File: config.mk
export PLATFORM = sky130hd
export DESIGN_NAME = weighted_lru_mru_replacement_top
export DESIGN_NICKNAME = d
export VERILOG_FILES = /design/src/hw/rtl/wlru_pkg.sv /design/src/hw/rtl/weighted_lru_mru_replacement_top.sv /design/src/hw/rtl/wlru_ram.sv /design/src/hw/rtl/wlru_alu.sv /design/src/hw/rtl/wlru_seq.sv
export SDC_FILE = /design/constraint.sdc
export NUM_CORES = 2
export LEC_CHECK = 0
export BUFFER_PORTS_ARGS = -buffer_cell sky130_fd_sc_hd__clkbuf_2
export CAP_MARGIN = 20
export CORE_MARGIN = 3
export CORE_UTILIZATION = 49
export CTS_BUF_LIST = sky130_fd_sc_hd__clkbuf_16
export DETAILED_ROUTE_END_ITERATION = 8
export PLACE_DENSITY = 0.77
export SLEW_MARGIN = 20
export SYNTH_ARGS = -nofsm -noshare
export SYNTH_HDL_FRONTEND = slang
export SYNTH_SLANG_ARGS = --single-unit
File: constraint.sdc
create_clock -name clk_i -period 10.07 [get_ports clk_i]
set_input_delay 0.5035 -clock clk_i [delete_from_list [all_inputs] [get_ports clk_i]]
set_output_delay 0.5035 -clock clk_i [all_outputs]
set_load 0.1 [all_outputs]
File: src/hw/rtl/wlru_pkg.sv
`default_nettype none

package wlru_pkg;

  // Defaults for the top-level parameters
  localparam int unsigned NUM_SLOTS_DEF   = 16;
  localparam int unsigned WEIGHT_BITS_DEF = 32;

  // Fixed field widths
  localparam int unsigned USAGE_W       = 36;
  localparam int unsigned CMD_W         = 2;
  localparam int unsigned SLOT_PORT_W   = 4;
  localparam int unsigned WEIGHT_PORT_W = 32;
  localparam int unsigned STATUS_W      = 2;

  // Register port: two registers at 8-byte spacing, 64-bit data
  localparam int unsigned APB_AW = 4;
  localparam int unsigned APB_DW = 64;

  localparam logic [USAGE_W-1:0] CAPACITY_RST = '1;

  typedef enum logic [CMD_W-1:0] {
    CMD_UPDATE  = 2'd0,
    CMD_REMOVE  = 2'd1,
    CMD_RECLAIM = 2'd2
  } cmd_e;

  typedef enum logic [STATUS_W-1:0] {
    ST_NEW     = 2'd0,
    ST_QUEUED  = 2'd1,
    ST_EVICTED = 2'd2
  } slot_status_e;

  typedef enum logic {
    REG_CAPACITY = 1'b0,
    REG_MRU_MODE = 1'b1
  } reg_idx_e;

  typedef enum logic [1:0] {
    ALU_PASS = 2'd0,
    ALU_ADD  = 2'd1,
    ALU_SUB  = 2'd2
  } alu_op_e;

  typedef enum logic [2:0] {
    S_IDLE,
    S_DECIDE,
    S_UNLINK,
    S_ADD,
    S_EV_CHK,
    S_EV_RD,
    S_LINK,
    S_FINAL
  } seq_state_e;

  typedef struct packed {
    alu_op_e            op;
    logic [USAGE_W-1:0] a;
    logic [USAGE_W-1:0] b;
    logic [USAGE_W-1:0] bound;
  } alu_req_t;

  typedef struct packed {
    logic [USAGE_W-1:0] res;
    logic               gt;
  } alu_rsp_t;

  typedef struct packed {
    logic [USAGE_W-1:0] capacity;
    logic               mru_mode;
  } cfg_t;

endpackage

`default_nettype wire

File: src/hw/rtl/weighted_lru_mru_replacement_top.sv
// Steps: remove decides, unlinks a queued slot, finishes; reclaim checks the tail, evicts
//   per victim, finishes; update decides, unlinks and/or adds, checks, evicts, links,
//   finishes. One command at a time; the next is taken in the cycle after the final
//   word is loaded. Victims go one per cycle unless stalled, set by the one usage unit.
// Reset: queue empty, usage zero, all slots new (per-slot valid bits), capacity
//   all ones, LRU mode. No clearing pass; commands are taken right after reset.
`default_nettype none

module weighted_lru_mru_replacement_top #(
  parameter int unsigned NUM_SLOTS   = wlru_pkg::NUM_SLOTS_DEF,
  parameter int unsigned WEIGHT_BITS = wlru_pkg::WEIGHT_BITS_DEF
) (
  input  wire logic                                clk_i,
  input  wire logic                                rst_ni,
  // command channel
  input  wire logic                                in_valid_i,
  output logic                                     in_stall_o,
  input  wire logic [wlru_pkg::CMD_W-1:0]          command_i,
  input  wire logic [wlru_pkg::SLOT_PORT_W-1:0]    slot_i,
  input  wire logic                                fresh_i,
  input  wire logic [wlru_pkg::WEIGHT_PORT_W-1:0]  weight_i,
  input  wire logic [wlru_pkg::USAGE_W-1:0]        target_capacity_i,
  // result channel
  output logic                                     out_valid_o,
  input  wire logic                                out_stall_i,
  output logic      [wlru_pkg::SLOT_PORT_W-1:0]    victim_slot_o,
  output logic                                     is_victim_o,
  output logic                                     ignored_o,
  output logic      [wlru_pkg::USAGE_W-1:0]        usage_now_o,
  output logic                                     last_o,
  // register port
  input  wire logic                                psel,
  input  wire logic                                penable,
  input  wire logic                                pwrite,
  input  wire logic [wlru_pkg::APB_AW-1:0]         paddr,
  input  wire logic [wlru_pkg::APB_DW-1:0]         pwdata,
  output logic      [wlru_pkg::APB_DW-1:0]         prdata,
  output logic                                     pready
);

  logic [wlru_pkg::USAGE_W-1:0] cap_q, cap_d;
  logic                         mru_q, mru_d;
  logic                         reg_wr;
  wlru_pkg::reg_idx_e           reg_idx;
  wlru_pkg::cfg_t               cfg;

  // registers sit on 8-byte boundaries; the word offset bit picks one
  assign reg_idx = wlru_pkg::reg_idx_e'(paddr[wlru_pkg::APB_AW-1]);
  assign pready  = 1'b1;
  assign reg_wr  = psel && penable && pwrite && pready;

  always_comb begin
    cap_d = cap_q;
    mru_d = mru_q;
    if (reg_wr) begin
      unique case (reg_idx)
        wlru_pkg::REG_CAPACITY: cap_d = pwdata[wlru_pkg::USAGE_W-1:0];
        wlru_pkg::REG_MRU_MODE: mru_d = pwdata[0];
        default: begin
        end
      endcase
    end
  end

  always_comb begin
    unique case (reg_idx)
      wlru_pkg::REG_CAPACITY: prdata = wlru_pkg::APB_DW'(cap_q);
      wlru_pkg::REG_MRU_MODE: prdata = wlru_pkg::APB_DW'(mru_q);
      default:                prdata = '0;
    endcase
  end

  always_ff @(posedge clk_i or negedge rst_ni) begin
    if (!rst_ni) begin
      cap_q <= wlru_pkg::CAPACITY_RST;
      mru_q <= 1'b0;
    end else begin
      cap_q <= cap_d;
      mru_q <= mru_d;
    end
  end

  assign cfg.capacity = cap_q;
  assign cfg.mru_mode = mru_q;

  // Sequencer: slot status/weight and the doubly linked recency list live in
  // small RAMs; one add/subtract/compare unit carries all usage arithmetic.
  wlru_seq #(
    .NUM_SLOTS   (NUM_SLOTS),
    .WEIGHT_BITS (WEIGHT_BITS)
  ) u_seq (
    .clk_i             (clk_i),
    .rst_ni            (rst_ni),
    .cfg_i             (cfg),
    .in_valid_i        (in_valid_i),
    .in_stall_o        (in_stall_o),
    .command_i         (command_i),
    .slot_i            (slot_i),
    .fresh_i           (fresh_i),
    .weight_i          (weight_i),
    .target_capacity_i (target_capacity_i),
    .out_valid_o       (out_valid_o),
    .out_stall_i       (out_stall_i),
    .victim_slot_o     (victim_slot_o),
    .is_victim_o       (is_victim_o),
    .ignored_o         (ignored_o),
    .usage_now_o       (usage_now_o),
    .last_o            (last_o)
  );

endmodule

`default_nettype wire

File: src/hw/rtl/wlru_ram.sv
`default_nettype none

module wlru_ram #(
  parameter int unsigned WIDTH = 8,
  parameter int unsigned DEPTH = 16
) (
  input  wire logic                     clk_i,
  input  wire logic                     we_i,
  input  wire logic [$clog2(DEPTH)-1:0] waddr_i,
  input  wire logic [WIDTH-1:0]         wdata_i,
  input  wire logic [$clog2(DEPTH)-1:0] raddr_i,
  output logic      [WIDTH-1:0]         rdata_o
);

  logic [WIDTH-1:0] mem_q [DEPTH];
  logic [WIDTH-1:0] rdata_q;

  always_ff @(posedge clk_i) begin
    if (we_i) begin
      mem_q[waddr_i] <= wdata_i;
    end
    rdata_q <= mem_q[raddr_i];
  end

  assign rdata_o = rdata_q;

endmodule

`default_nettype wire

File: src/hw/rtl/wlru_alu.sv
`default_nettype none

// Shared usage unit: saturating add, flooring subtract or pass, then compare to bound.
module wlru_alu (
  input  wire wlru_pkg::alu_req_t req_i,
  output wlru_pkg::alu_rsp_t      rsp_o
);

  logic [wlru_pkg::USAGE_W:0]   sum;
  logic [wlru_pkg::USAGE_W-1:0] add_sat;
  logic [wlru_pkg::USAGE_W-1:0] sub_floor;
  logic [wlru_pkg::USAGE_W-1:0] res;

  always_comb begin
    sum       = {1'b0, req_i.a} + {1'b0, req_i.b};
    add_sat   = sum[wlru_pkg::USAGE_W] ? '1 : sum[wlru_pkg::USAGE_W-1:0];
    sub_floor = (req_i.a >= req_i.b) ? (req_i.a - req_i.b) : '0;
    case (req_i.op)
      wlru_pkg::ALU_ADD: res = add_sat;
      wlru_pkg::ALU_SUB: res = sub_floor;
      default:           res = req_i.a;
    endcase
  end

  assign rsp_o.res = res;
  assign rsp_o.gt  = res > req_i.bound;

endmodule

`default_nettype wire

File: src/hw/rtl/wlru_seq.sv
`default_nettype none

module wlru_seq #(
  parameter int unsigned NUM_SLOTS   = wlru_pkg::NUM_SLOTS_DEF,
  parameter int unsigned WEIGHT_BITS = wlru_pkg::WEIGHT_BITS_DEF
) (
  input  wire logic                                clk_i,
  input  wire logic                                rst_ni,
  input  wire wlru_pkg::cfg_t                      cfg_i,
  input  wire logic                                in_valid_i,
  output logic                                     in_stall_o,
  input  wire logic [wlru_pkg::CMD_W-1:0]          command_i,
  input  wire logic [wlru_pkg::SLOT_PORT_W-1:0]    slot_i,
  input  wire logic                                fresh_i,
  input  wire logic [wlru_pkg::WEIGHT_PORT_W-1:0]  weight_i,
  input  wire logic [wlru_pkg::USAGE_W-1:0]        target_capacity_i,
  output logic                                     out_valid_o,
  input  wire logic                                out_stall_i,
  output logic      [wlru_pkg::SLOT_PORT_W-1:0]    victim_slot_o,
  output logic                                     is_victim_o,
  output logic                                     ignored_o,
  output logic      [wlru_pkg::USAGE_W-1:0]        usage_now_o,
  output logic                                     last_o
);

  localparam int unsigned SW    = $clog2(NUM_SLOTS);
  localparam int unsigned CW    = $clog2(NUM_SLOTS + 1);
  localparam int unsigned ENT_W = wlru_pkg::STATUS_W + WEIGHT_BITS;

  wlru_pkg::seq_state_e state_q, state_d;
  wlru_pkg::cmd_e       cmd_q, cmd_d;

  logic [SW-1:0]                slot_q, slot_d;
  logic                         fresh_q, fresh_d;
  logic [WEIGHT_BITS-1:0]       cur_w_q, cur_w_d;
  logic [WEIGHT_BITS-1:0]       sub_w_q, sub_w_d;
  logic                         do_sub_q, do_sub_d;
  logic [wlru_pkg::USAGE_W-1:0] bound_q, bound_d;
  logic                         ign_q, ign_d;
  logic [wlru_pkg::USAGE_W-1:0] usage_q, usage_d;
  logic [SW-1:0]                head_q, head_d;
  logic [SW-1:0]                tail_q, tail_d;
  logic [CW-1:0]                count_q, count_d;
  logic [NUM_SLOTS-1:0]         vld_q;
  logic                         vld_rd_q;

  // output register
  logic                             out_valid_q;
  logic [wlru_pkg::SLOT_PORT_W-1:0] out_victim_q, out_victim_d;
  logic                             out_is_victim_q, out_is_victim_d;
  logic                             out_ign_q, out_ign_d;
  logic [wlru_pkg::USAGE_W-1:0]     out_usage_q, out_usage_d;
  logic                             out_last_q, out_last_d;
  logic                             out_ld;
  logic                             out_free;

  // memories
  logic [SW-1:0]    raddr;
  logic             slot_we;
  logic [SW-1:0]    slot_waddr;
  logic [ENT_W-1:0] slot_wdata;
  logic [ENT_W-1:0] ent_rd;
  logic             nxt_we;
  logic [SW-1:0]    nxt_waddr;
  logic [SW-1:0]    nxt_wdata;
  logic [SW-1:0]    nxt_rd;
  logic             prv_we;
  logic [SW-1:0]    prv_waddr;
  logic [SW-1:0]    prv_wdata;
  logic [SW-1:0]    prv_rd;

  wlru_pkg::alu_req_t alu_req;
  wlru_pkg::alu_rsp_t alu_rsp;

  logic                       in_acc;
  logic [31:0]                slot_ext;
  logic [SW-1:0]              slot_idx;
  logic                       in_range;
  logic [wlru_pkg::STATUS_W-1:0] st_rd;
  logic [WEIGHT_BITS-1:0]     wt_rd;
  logic                       ev_go;
  logic                       ev_more;
  wlru_pkg::seq_state_e       ev_done_state;

  wlru_ram #(.WIDTH(ENT_W), .DEPTH(NUM_SLOTS)) u_slot_ram (
    .clk_i   (clk_i),
    .we_i    (slot_we),
    .waddr_i (slot_waddr),
    .wdata_i (slot_wdata),
    .raddr_i (raddr),
    .rdata_o (ent_rd)
  );

  wlru_ram #(.WIDTH(SW), .DEPTH(NUM_SLOTS)) u_next_ram (
    .clk_i   (clk_i),
    .we_i    (nxt_we),
    .waddr_i (nxt_waddr),
    .wdata_i (nxt_wdata),
    .raddr_i (raddr),
    .rdata_o (nxt_rd)
  );

  wlru_ram #(.WIDTH(SW), .DEPTH(NUM_SLOTS)) u_prev_ram (
    .clk_i   (clk_i),
    .we_i    (prv_we),
    .waddr_i (prv_waddr),
    .wdata_i (prv_wdata),
    .raddr_i (raddr),
    .rdata_o (prv_rd)
  );

  wlru_alu u_alu (
    .req_i (alu_req),
    .rsp_o (alu_rsp)
  );

  assign in_stall_o = (state_q != wlru_pkg::S_IDLE);
  assign in_acc     = in_valid_i && !in_stall_o;
  assign slot_ext   = 32'(slot_i);
  assign slot_idx   = slot_ext[SW-1:0];
  assign in_range   = slot_ext < 32'(NUM_SLOTS);
  assign out_free   = !out_valid_q || !out_stall_i;

  // never-written entries read as new with zero weight
  assign st_rd = vld_rd_q ? ent_rd[ENT_W-1 -: wlru_pkg::STATUS_W] : wlru_pkg::ST_NEW;
  assign wt_rd = vld_rd_q ? ent_rd[WEIGHT_BITS-1:0] : '0;

  assign ev_go         = alu_rsp.gt && (count_q != '0);
  assign ev_more       = alu_rsp.gt && (count_q > CW'(1));
  assign ev_done_state = (cmd_q == wlru_pkg::CMD_UPDATE) ? wlru_pkg::S_LINK
                                                         : wlru_pkg::S_FINAL;

  // next state
  always_comb begin
    state_d = state_q;
    unique case (state_q)
      wlru_pkg::S_IDLE: begin
        if (in_acc) begin
          unique case (command_i) inside
            wlru_pkg::CMD_UPDATE, wlru_pkg::CMD_REMOVE: begin
              state_d = in_range ? wlru_pkg::S_DECIDE : wlru_pkg::S_FINAL;
            end
            wlru_pkg::CMD_RECLAIM: state_d = wlru_pkg::S_EV_CHK;
            default:               state_d = wlru_pkg::S_FINAL;
          endcase
        end
      end
      wlru_pkg::S_DECIDE: begin
        if (cmd_q == wlru_pkg::CMD_REMOVE) begin
          if (st_rd == wlru_pkg::ST_QUEUED) begin
            state_d = wlru_pkg::S_UNLINK;
          end else begin
            state_d = wlru_pkg::S_FINAL;
          end
        end else if (fresh_q) begin
          state_d = (st_rd == wlru_pkg::ST_QUEUED) ? wlru_pkg::S_UNLINK : wlru_pkg::S_ADD;
        end else if (st_rd == wlru_pkg::ST_EVICTED) begin
          state_d = wlru_pkg::S_FINAL;
        end else if (st_rd == wlru_pkg::ST_QUEUED) begin
          state_d = wlru_pkg::S_UNLINK;
        end else begin
          state_d = wlru_pkg::S_ADD;
        end
      end
      wlru_pkg::S_UNLINK: begin
        if (cmd_q == wlru_pkg::CMD_REMOVE) begin
          state_d = wlru_pkg::S_FINAL;
        end else begin
          state_d = fresh_q ? wlru_pkg::S_ADD : wlru_pkg::S_EV_CHK;
        end
      end
      wlru_pkg::S_ADD:    state_d = wlru_pkg::S_EV_CHK;
      wlru_pkg::S_EV_CHK: state_d = ev_go ? wlru_pkg::S_EV_RD : ev_done_state;
      wlru_pkg::S_EV_RD: begin
        if (out_free) begin
          state_d = ev_more ? wlru_pkg::S_EV_RD : ev_done_state;
        end
      end
      wlru_pkg::S_LINK:   state_d = wlru_pkg::S_FINAL;
      wlru_pkg::S_FINAL: begin
        if (out_free) begin
          state_d = wlru_pkg::S_IDLE;
        end
      end
      default: state_d = wlru_pkg::S_IDLE;
    endcase
  end

  // datapath and outputs
  always_comb begin
    cmd_d    = cmd_q;
    slot_d   = slot_q;
    fresh_d  = fresh_q;
    cur_w_d  = cur_w_q;
    sub_w_d  = sub_w_q;
    do_sub_d = do_sub_q;
    bound_d  = bound_q;
    ign_d    = ign_q;
    usage_d  = usage_q;
    head_d   = head_q;
    tail_d   = tail_q;
    count_d  = count_q;

    alu_req.op    = wlru_pkg::ALU_PASS;
    alu_req.a     = usage_q;
    alu_req.b     = '0;
    alu_req.bound = bound_q;

    raddr      = slot_q;
    slot_we    = 1'b0;
    slot_waddr = slot_q;
    slot_wdata = {wlru_pkg::ST_QUEUED, cur_w_q};
    nxt_we     = 1'b0;
    nxt_waddr  = slot_q;
    nxt_wdata  = head_q;
    prv_we     = 1'b0;
    prv_waddr  = slot_q;
    prv_wdata  = tail_q;

    out_ld          = 1'b0;
    out_victim_d    = '0;
    out_is_victim_d = 1'b0;
    out_ign_d       = ign_q;
    out_usage_d     = usage_q;
    out_last_d      = 1'b1;

    unique case (state_q)
      wlru_pkg::S_IDLE: begin
        raddr = slot_idx;
        if (in_acc) begin
          cmd_d    = wlru_pkg::cmd_e'(command_i);
          slot_d   = slot_idx;
          fresh_d  = fresh_i;
          cur_w_d  = weight_i[WEIGHT_BITS-1:0];
          do_sub_d = 1'b0;
          bound_d  = (command_i == wlru_pkg::CMD_RECLAIM) ? target_capacity_i
                                                          : cfg_i.capacity;
          ign_d    = ((command_i == wlru_pkg::CMD_UPDATE) ||
                      (command_i == wlru_pkg::CMD_REMOVE)) && !in_range;
        end
      end
      wlru_pkg::S_DECIDE: begin
        if (cmd_q == wlru_pkg::CMD_REMOVE) begin
          if (st_rd == wlru_pkg::ST_EVICTED) begin
            ign_d = 1'b1;
          end else begin
            slot_we    = 1'b1;
            slot_wdata = {wlru_pkg::ST_EVICTED, wt_rd};
            do_sub_d   = (st_rd == wlru_pkg::ST_QUEUED);
            sub_w_d    = wt_rd;
          end
        end else if (fresh_q) begin
          // queued slot gives back its old weight before taking the new one
          do_sub_d = (st_rd == wlru_pkg::ST_QUEUED);
          sub_w_d  = wt_rd;
        end else if (st_rd == wlru_pkg::ST_EVICTED) begin
          ign_d = 1'b1;
        end else begin
          cur_w_d  = wt_rd;
          do_sub_d = 1'b0;
        end
      end
      wlru_pkg::S_UNLINK: begin
        alu_req.op = do_sub_q ? wlru_pkg::ALU_SUB : wlru_pkg::ALU_PASS;
        alu_req.b  = wlru_pkg::USAGE_W'(sub_w_q);
        usage_d    = alu_rsp.res;
        count_d    = count_q - CW'(1);
        if (slot_q == head_q) begin
          head_d = nxt_rd;
        end else begin
          nxt_we    = 1'b1;
          nxt_waddr = prv_rd;
          nxt_wdata = nxt_rd;
        end
        if (slot_q == tail_q) begin
          tail_d = prv_rd;
        end else begin
          prv_we    = 1'b1;
          prv_waddr = nxt_rd;
          prv_wdata = prv_rd;
        end
      end
      wlru_pkg::S_ADD: begin
        alu_req.op = wlru_pkg::ALU_ADD;
        alu_req.b  = wlru_pkg::USAGE_W'(cur_w_q);
        usage_d    = alu_rsp.res;
      end
      wlru_pkg::S_EV_CHK: begin
        raddr = tail_q;
      end
      wlru_pkg::S_EV_RD: begin
        raddr      = tail_q;
        alu_req.op = wlru_pkg::ALU_SUB;
        alu_req.b  = wlru_pkg::USAGE_W'(wt_rd);
        if (out_free) begin
          // retire the tail, start reading its predecessor
          raddr           = prv_rd;
          slot_we         = 1'b1;
          slot_waddr      = tail_q;
          slot_wdata      = {wlru_pkg::ST_EVICTED, wt_rd};
          usage_d         = alu_rsp.res;
          tail_d          = prv_rd;
          count_d         = count_q - CW'(1);
          out_ld          = 1'b1;
          out_victim_d    = wlru_pkg::SLOT_PORT_W'(tail_q);
          out_is_victim_d = 1'b1;
          out_ign_d       = 1'b0;
          out_usage_d     = alu_rsp.res;
          out_last_d      = 1'b0;
        end
      end
      wlru_pkg::S_LINK: begin
        slot_we = 1'b1;
        count_d = count_q + CW'(1);
        if (count_q == '0) begin
          head_d = slot_q;
          tail_d = slot_q;
        end else if (cfg_i.mru_mode) begin
          prv_we    = 1'b1;
          prv_waddr = slot_q;
          prv_wdata = tail_q;
          nxt_we    = 1'b1;
          nxt_waddr = tail_q;
          nxt_wdata = slot_q;
          tail_d    = slot_q;
        end else begin
          nxt_we    = 1'b1;
          nxt_waddr = slot_q;
          nxt_wdata = head_q;
          prv_we    = 1'b1;
          prv_waddr = head_q;
          prv_wdata = slot_q;
          head_d    = slot_q;
        end
      end
      wlru_pkg::S_FINAL: begin
        out_ld = out_free;
      end
      default: begin
      end
    endcase
  end

  always_ff @(posedge clk_i or negedge rst_ni) begin
    if (!rst_ni) begin
      state_q     <= wlru_pkg::S_IDLE;
      usage_q     <= '0;
      count_q     <= '0;
      vld_q       <= '0;
      out_valid_q <= 1'b0;
    end else begin
      state_q     <= state_d;
      usage_q     <= usage_d;
      count_q     <= count_d;
      out_valid_q <= out_ld || (out_valid_q && out_stall_i);
      if (slot_we) begin
        vld_q[slot_waddr] <= 1'b1;
      end
    end
  end

  always_ff @(posedge clk_i) begin
    cmd_q    <= cmd_d;
    slot_q   <= slot_d;
    fresh_q  <= fresh_d;
    cur_w_q  <= cur_w_d;
    sub_w_q  <= sub_w_d;
    do_sub_q <= do_sub_d;
    bound_q  <= bound_d;
    ign_q    <= ign_d;
    head_q   <= head_d;
    tail_q   <= tail_d;
    vld_rd_q <= vld_q[raddr];
    if (out_ld) begin
      out_victim_q    <= out_victim_d;
      out_is_victim_q <= out_is_victim_d;
      out_ign_q       <= out_ign_d;
      out_usage_q     <= out_usage_d;
      out_last_q      <= out_last_d;
    end
  end

  assign out_valid_o   = out_valid_q;
  assign victim_slot_o = out_victim_q;
  assign is_victim_o   = out_is_victim_q;
  assign ignored_o     = out_ign_q;
  assign usage_now_o   = out_usage_q;
  assign last_o        = out_last_q;

  a_count_bound: assert property (@(posedge clk_i) disable iff (!rst_ni)
    count_q <= CW'(NUM_SLOTS))
    else $error("queue count above slot count");

  a_last_to_idle: assert property (@(posedge clk_i) disable iff (!rst_ni)
    (out_ld && out_last_d) |=> (state_q == wlru_pkg::S_IDLE))
    else $error("final word loaded but sequencer not idle");

  a_victim_step: assert property (@(posedge clk_i) disable iff (!rst_ni)
    (state_q == wlru_pkg::S_EV_RD && out_free) |=> (count_q == $past(count_q) - CW'(1)))
    else $error("eviction did not shorten the queue by one");

  a_accept_busy: assert property (@(posedge clk_i) disable iff (!rst_ni)
    in_acc |=> (state_q != wlru_pkg::S_IDLE))
    else $error("accepted command did not start");

  a_victim_not_last: assert property (@(posedge clk_i) disable iff (!rst_ni)
    out_valid_q |-> !(out_is_victim_q && out_last_q))
    else $error("victim word flagged as last");

endmodule

`default_nettype wire

### After elaboration in Yosys (flattened, before gate mapping)

Memories as Yosys holds them, arrays and structs flattened. A register that Yosys moved wholly into a read port is not among the register bits.
Index checks and enable logic that the tools add are counted.

| word-level totals | value |
|---|---|
| register bits after elaboration | 259 |
| bits in writable memories | 672 |
| input bits | 150 |
| output and inout port bits | 110 |
| logic and storage cells | 211 |
| memories kept | 3 |

Memories:

| memory | words | bits a word | read ports | clocked after memory_dff | wr ports | line | source |
|---|---|---|---|---|---|---|---|
| u_seq.u_slot_ram.mem_q | 16 | 34 | 1 | 1 | 1 | wlru_ram.sv:15 | `logic [WIDTH-1:0] mem_q [DEPTH];` |
| u_seq.u_next_ram.mem_q | 16 | 4 | 1 | 1 | 1 | wlru_ram.sv:15 |  |
| u_seq.u_prev_ram.mem_q | 16 | 4 | 1 | 1 | 1 | wlru_ram.sv:15 |  |

| cells by class | value |
|---|---|
| $add $sub $neg | 4 |
| $lt $le $gt $ge | 7 |
| eq/ne operators | 30 |
| muxes and demuxes | 102 |
| bitwise logic cells | 2 |
| reduce and logical (&&, ||, !) cells | 40 |

Operators by type and width:

| operator | number |
|---|---|
| 32-bit 2-to-1 mux | 7 |
| 36-bit 2-to-1 mux | 5 |
| 36-bit case mux with 2 select lines | 2 |
| 64-bit case mux with 2 select lines | 1 |
| 34-bit 2-to-1 mux | 3 |
| 32-bit case mux with 3 select lines | 1 |
| 4-bit 2-to-1 mux | 19 |
| 34-bit case mux with 2 select lines | 1 |
| 32-bit case mux with 2 select lines | 1 |
| 4-bit case mux with 2 select lines | 5 |
| 36-bit by 32-bit adder with 37-bit output | 1 |
| 36-bit greater-or-equal comparator | 1 |
| 36-bit > comparator | 1 |
| 3-bit 2-to-1 mux | 12 |
| 36-bit subtractor | 1 |
| 1-bit 2-to-1 mux | 28 |
| 3-bit case mux with 8 select lines | 1 |
| 4-bit case mux with 3 select lines | 2 |
| 16-bit bitwise OR | 1 |
| 4-bit by 5-bit < comparator with 1-bit output (second input constant) | 3 |
| 5-bit case mux with 3 select lines | 1 |
| 3-bit AND reduction | 5 |
| 3-bit equality test (second input constant) | 4 |
| 2-bit by 1-bit != test with 1-bit output (second input constant) | 5 |
| 34 further kinds | 74 |

### Longest topological paths before layout

| depth | value |
|---|---|
| depth in word-level cells | 10 |
| gate-level depth with buffers | 29 |
| gate-level depth less buffers | 25 |

### Cells and area by module

Synthesis repeated with hierarchy kept, for this count alone.

| second synthesis, totals | value |
|---|---|
| cell total of the unflattened synthesis | 3254 |
| area, all modules | 45523.7 µm² |

By module, submodules not included:

| module | times used | cells an instance | area each (µm²) | sequential area each (µm²) |
|---|---|---|---|---|
| wlru_ram at u_seq.u_slot_ram | 1 | 888 | 21076.5 | 17016.3 |
| wlru_seq | 1 | 1099 | 11228.3 | 6351.1 |
| wlru_alu | 1 | 857 | 5850.6 | 0.0 |
| wlru_ram at u_seq.u_next_ram ... | 2 | 130 | 2666.3 | 2001.9 |
| weighted_lru_mru_replacement_top | 1 | 150 | 2035.7 | 970.9 |

### Worst setup path after synthesis

No wires, ideal clock.

| timing path | value |
|---|---|
| path type | register -> register |
| from | register u_seq.state_q[0] |
| to | register u_seq.state_q[0] |
| library setup time | 137 ps |
| arrival time | 5780 ps |
| data required time | 9933 ps |
| path slack | 4153 ps |
| cell stages (with the launch flop) | 30 |
| path buffers | 6 |
| clock period less this slack | 5917 ps |
| cells stage by stage | dfrtp_1 > buf_2 > buf_1 > buf_1 > mux2i_1 > nor2_1 > a21oi_1 > ha_1 > buf_6 > a21o_1 > a31oi_1 > o21ai_1 > a221o_1 > nor2b_4 > o31ai_1 > buf_2 > buf_2 > o21ai_0 > a21oi_1 > a21oi_1 > ha_1 > a21o_1 > a21o_1 > a21oi_1 > nor2_1 > a2111oi_0 > o221a_2 > o21ai_0 > o41ai_1 > o22ai_1 |

| on the way | value |
|---|---|
| cells in the longest elaborated chain, start to end | 10 |
| elaborated cells between the ends (all ways) | 32 |
| those cells by class | add/sub (2); order compare (2); eq/ne (12); mux (9); reduce/logical (7) |

RTL lines:

| item | line | source |
|---|---|---|
| start, declared | wlru_seq.sv:30 | `wlru_pkg::seq_state_e state_q, state_d;` |
| start signal, assigned | wlru_seq.sv:346 | `state_q <= wlru_pkg::S_IDLE;` |
| start signal, assigned | wlru_seq.sv:352 | `state_q <= state_d;` |
| 3-bit equality test / 3-bit by 2-bit equality test with 1-bit output (equally long branches) | wlru_seq.sv:136, wlru_seq.sv:227 |  |
| 32-bit case mux with 3 select lines | wlru_seq.sv:227 | `unique case (state_q)` |
| 36-bit subtractor (tied with other cells) | wlru_alu.sv:17 | `sub_floor = (req_i.a >= req_i.b) ? (req_i.a - req_i.b) : '0;` |
| 36-bit 2-to-1 mux, on equally long branches | wlru_alu.sv:17, wlru_alu.sv:16 |  |
| 36-bit case mux with 2 select lines | wlru_alu.sv:18 | `case (req_i.op)` |
| 36-bit > comparator | wlru_alu.sv:26 | `assign rsp_o.gt = res > req_i.bound;` |
| 1-bit logical AND | wlru_seq.sv:129 | `assign ev_more = alu_rsp.gt && (count_q > CW'(1));` |
| 3-bit 2-to-1 mux | wlru_seq.sv:176 | `state_d = ev_more ? wlru_pkg::S_EV_RD : ev_done_state;` |
| 3-bit 2-to-1 mux | wlru_seq.sv:175 | `if (out_free) begin` |
| 3-bit case mux with 8 select lines | wlru_seq.sv:136 | `unique case (state_q)` |

Parallel ways exist; a longest one is shown, timed or not. The select of a mux whose other input is x is not followed.
A chain may end at the register's enable or synchronous reset.

### Worst setup path in the final report

| timing path | value |
|---|---|
| from | register u_seq.state_q[1] |
| to | register u_seq.state_q[0] |

Same word-level chain as after synthesis.

==> run metrics <==
RSZ-0062 raised after global routing=false; number of global-route vias before repair=28,760; fraction of layout cells with a size suffix above 1=22.21%; Setup TNS Final=0 ns; Primary FF master, synth=edfxtp_1; number of enable flip-flop cells after synthesis=832; commonest cells after routing, fill and taps aside=edfxtp_1 (832), a21oi_1 (264), inv_1 (202), nor2_1 (202), clkbuf_2 (198); post-layout util=55.98%; number of H-tree levels=3; met1 Use GR=32.74%; # clock sinks=around 970; final hold slack=0.04304 ns; Worst Max-Slew Pin Slew=1.167 ns; CTS buffer count=95; Total Wirelength=116.7 mm; worst vdd ir=between 0.0003 and 0.0004 V; DRC=0; Tightest Hold Check Type=in2reg; clock period minus worst slack=8.390 ns; post-CTS setup buffer count=0; Syn. warnings=0; Tot GR Track Use=between 20% and 30%; CTS max path bufs=3; global routing's busiest layer=met2; Worst R2R Path Depth=24; wire length per cell=24.85 um; P_leak=18.66 nW; Initial Util=49.81%; placed wire-length estimate=72.08 mm; register area share after synthesis=62.73%; met2 Track Usage GR=39.01%; Final Hold Viols=0; asr flop ratio synth=10.07%; outcome=finished, final reports clean; Post-Synthesis Cells=3,251; Worst EP arrival=8.89 ns; Crit Path Category=reg2reg; Worst-path clk slew=~0.060 ns; ANT nets after route=0; final cell count without fillers=4,699; #FFs+latches synth=973; grt total ovfl=0; CP startpoint kind=register; Rows=110; start point of the critical path=u_seq.state_q[1]; vias per cell=6.197; max_cap viols=0; end of the worst register-to-register path=u_seq.state_q[0]; CTS tree=done; pwr/cell area=between 300 and 400 mW/mm2; final setup violating endpoints=0; First-pass DRT Iterations=5; first-pass GRT wire length=175.3 mm; fmax=119.2 MHz; die width=a little over 300 um; worst skew pair latency=approximately 0.69 ns; post-synth cell types=92; clock root buffer=clkbuf_16; Mean Syn Cell Area=13.90 um2; DIE HEIGHT=just over 300 um; final net count=between 3,000 and 4,000; worst r2r src=u_seq.state_q[1]; post-cts hold buffer count=1; most common cell after layout, fill and taps aside=edfxtp_1; Worst R2R Setup Slack=1.68 ns; Max Slew Vio Count=0; skew final=0.06236 ns; GR Layer Usage met3=4.335%; DP Cell Count=around 4,500; Iter 0 DRT Violations=3,174; PortBufs=199; CP Max Fanout=38; num ports=260; Crit. End Element=register; DR vias=29,120; PostCTS Resize Cnt=0; WP data required=10.57 ns; Synth Cell Area=~0.045 mm2; Worst Setup EP=u_seq.state_q[0]; Rel. slew slack=around 22%; largest net degree at the start of global routing=between 100 and 150; Die ar.=0.09589 mm2; core area=0.09070 mm2; initial antenna violation count=4; Area Overhead vs Synth=12.38%; Period Utilization, post-route=between 80% and 90%; Placer Congestion=0.9441
sequential cells by signal (all words and copies together), names as in the netlist, 32 cells and up:
register and cells:
u_seq.sub_w_q 32, u_seq.u_next_ram.mem_q 64, u_seq.usage_q 36, u_seq.bound_q 36, cap_q 36, u_seq.u_slot_ram.rdata_o 34
u_seq.u_slot_ram.mem_q 544, u_seq.cur_w_q 32, u_seq.usage_now_o 36, u_seq.u_prev_ram.mem_q 64
layout make-up:
class / instances / area [um2]
Multi-Input combinational cell: 1901 / 15550
Tap cell: 1176 / 1471
Clock buffer: 96 / 2402
Timing Repair Buffer: 289 / 1702
Fill cell: 6981 / 39930
Antenna cell: 2 / 5.005
Clock inverter: 82 / 625.6
Sequential cell: 973 / 28340
Inverter: 180 / 675.6
routing by layer:
metal  up-vias  share of wire, %
met3       262               9.3
met5         -             0.045
met1     14520                39
li1      12750                 -
met2      1575                48
met4         8               3.7
per-stage QoR:
step,power (mW),setup slack (ns),area (um2)
6_report,18.67,1.680,50770
5_1_grt,19.65,1.353,50770
4_1_cts,18.62,1.854,50750
3_5_place_dp,15.11,1.867,47720
3_3_place_gp,14.93,1.945,47720
2_1_floorplan,12.63,4.153,45280
critical path, cell delays in order, from the launching register on:
cell	delay, ns
dfrtp_1	0.62
nand2b_2	0.77
nor2_2	0.43
buf_4	0.44
a21oi_1	0.21
ha_1	0.49
nor2_1	0.15
a2111oi_2	0.64
nor2_1	0.17
o21ai_1	0.61
o31ai_1	0.18
o21ai_2	0.26
nand2_2	0.34
a21oi_1	0.49
a21oi_1	0.11
ha_1	0.23
a21o_1	0.17
a21o_1	0.17
a21oi_1	0.24
nor2_1	0.07
a2111oi_0	0.59
o221a_2	0.30
o21ai_0	0.09
o41ai_2	0.19
o22ai_1	0.21
kinds of logic (layout without fill, tap and decap cells):
family	count (synthesis)	after routing	share of synthesized area (%)
buffers and inverters	404	647	3.772
flip-flops	973	973	62.73
other	2	31	0.01662
AND/OR/NAND/NOR	692	692	7.311
XOR/XNOR	16	16	0.3102
adder cells (fa/ha/maj)	107	107	2.996
multiplexers	335	335	12.40
AO/OA/AOI/OAI	722	722	10.46
where the power goes:
| part | switching (mW) | total (mW) | internal, mW |
|---|---|---|---|
| Combinational | 6.04 | 9.28 | 3.25 |
| Clock | 1.53 | 3.43 | 1.90 |
| Sequential | 0.420 | 5.95 | 5.53 |
| Total | 7.99 | 18.7 | 10.7 |
Yosys cell counts, types with 22 or more instances:
library cell  count  share of area [%]
edfxtp_1        832                 55
a21oi_1         266                2.9
nor2_1          224                1.9
nand2_1         194                1.6
inv_1           179                1.5
mux4_2          172                8.6
clkbuf_1        122                1.0
ha_1            105                2.9
o21ai_0         103                1.1
nor2b_1          99                1.4
mux2i_1          85                1.9
mux2_2           78                1.9
dfrtp_1          62                3.4
a211oi_1         50               0.83
buf_2            47               0.52
dfxtp_1          43                1.9
o31ai_1          43               0.71
dfstp_2          36                2.1
o22a_1           36               0.70
a21o_1           34               0.56
buf_4            32               0.53
nor3_1           23               0.25
or2_2            23               0.32
nand4_1          22               0.30
worst min path at each step:
stage | cells past startpoint | end | start | slack [ns]
2_1_floorplan | 0 | mru_q | rst_ni | 0.21
3_3_place_gp | 1 | u_seq.vld_q[1] | u_seq.vld_q[1] | 0.45
3_5_place_dp | 1 | u_seq.vld_q[14] | u_seq.vld_q[14] | 0.45
4_1_cts | 1 | u_seq.fresh_q | fresh_i | 0.003
5_1_grt | 1 | u_seq.fresh_q | fresh_i | 0.02
6_report | 2 | cap_q[35] | pwdata[35] | 0.04
Power figures use the tool's default switching activity.
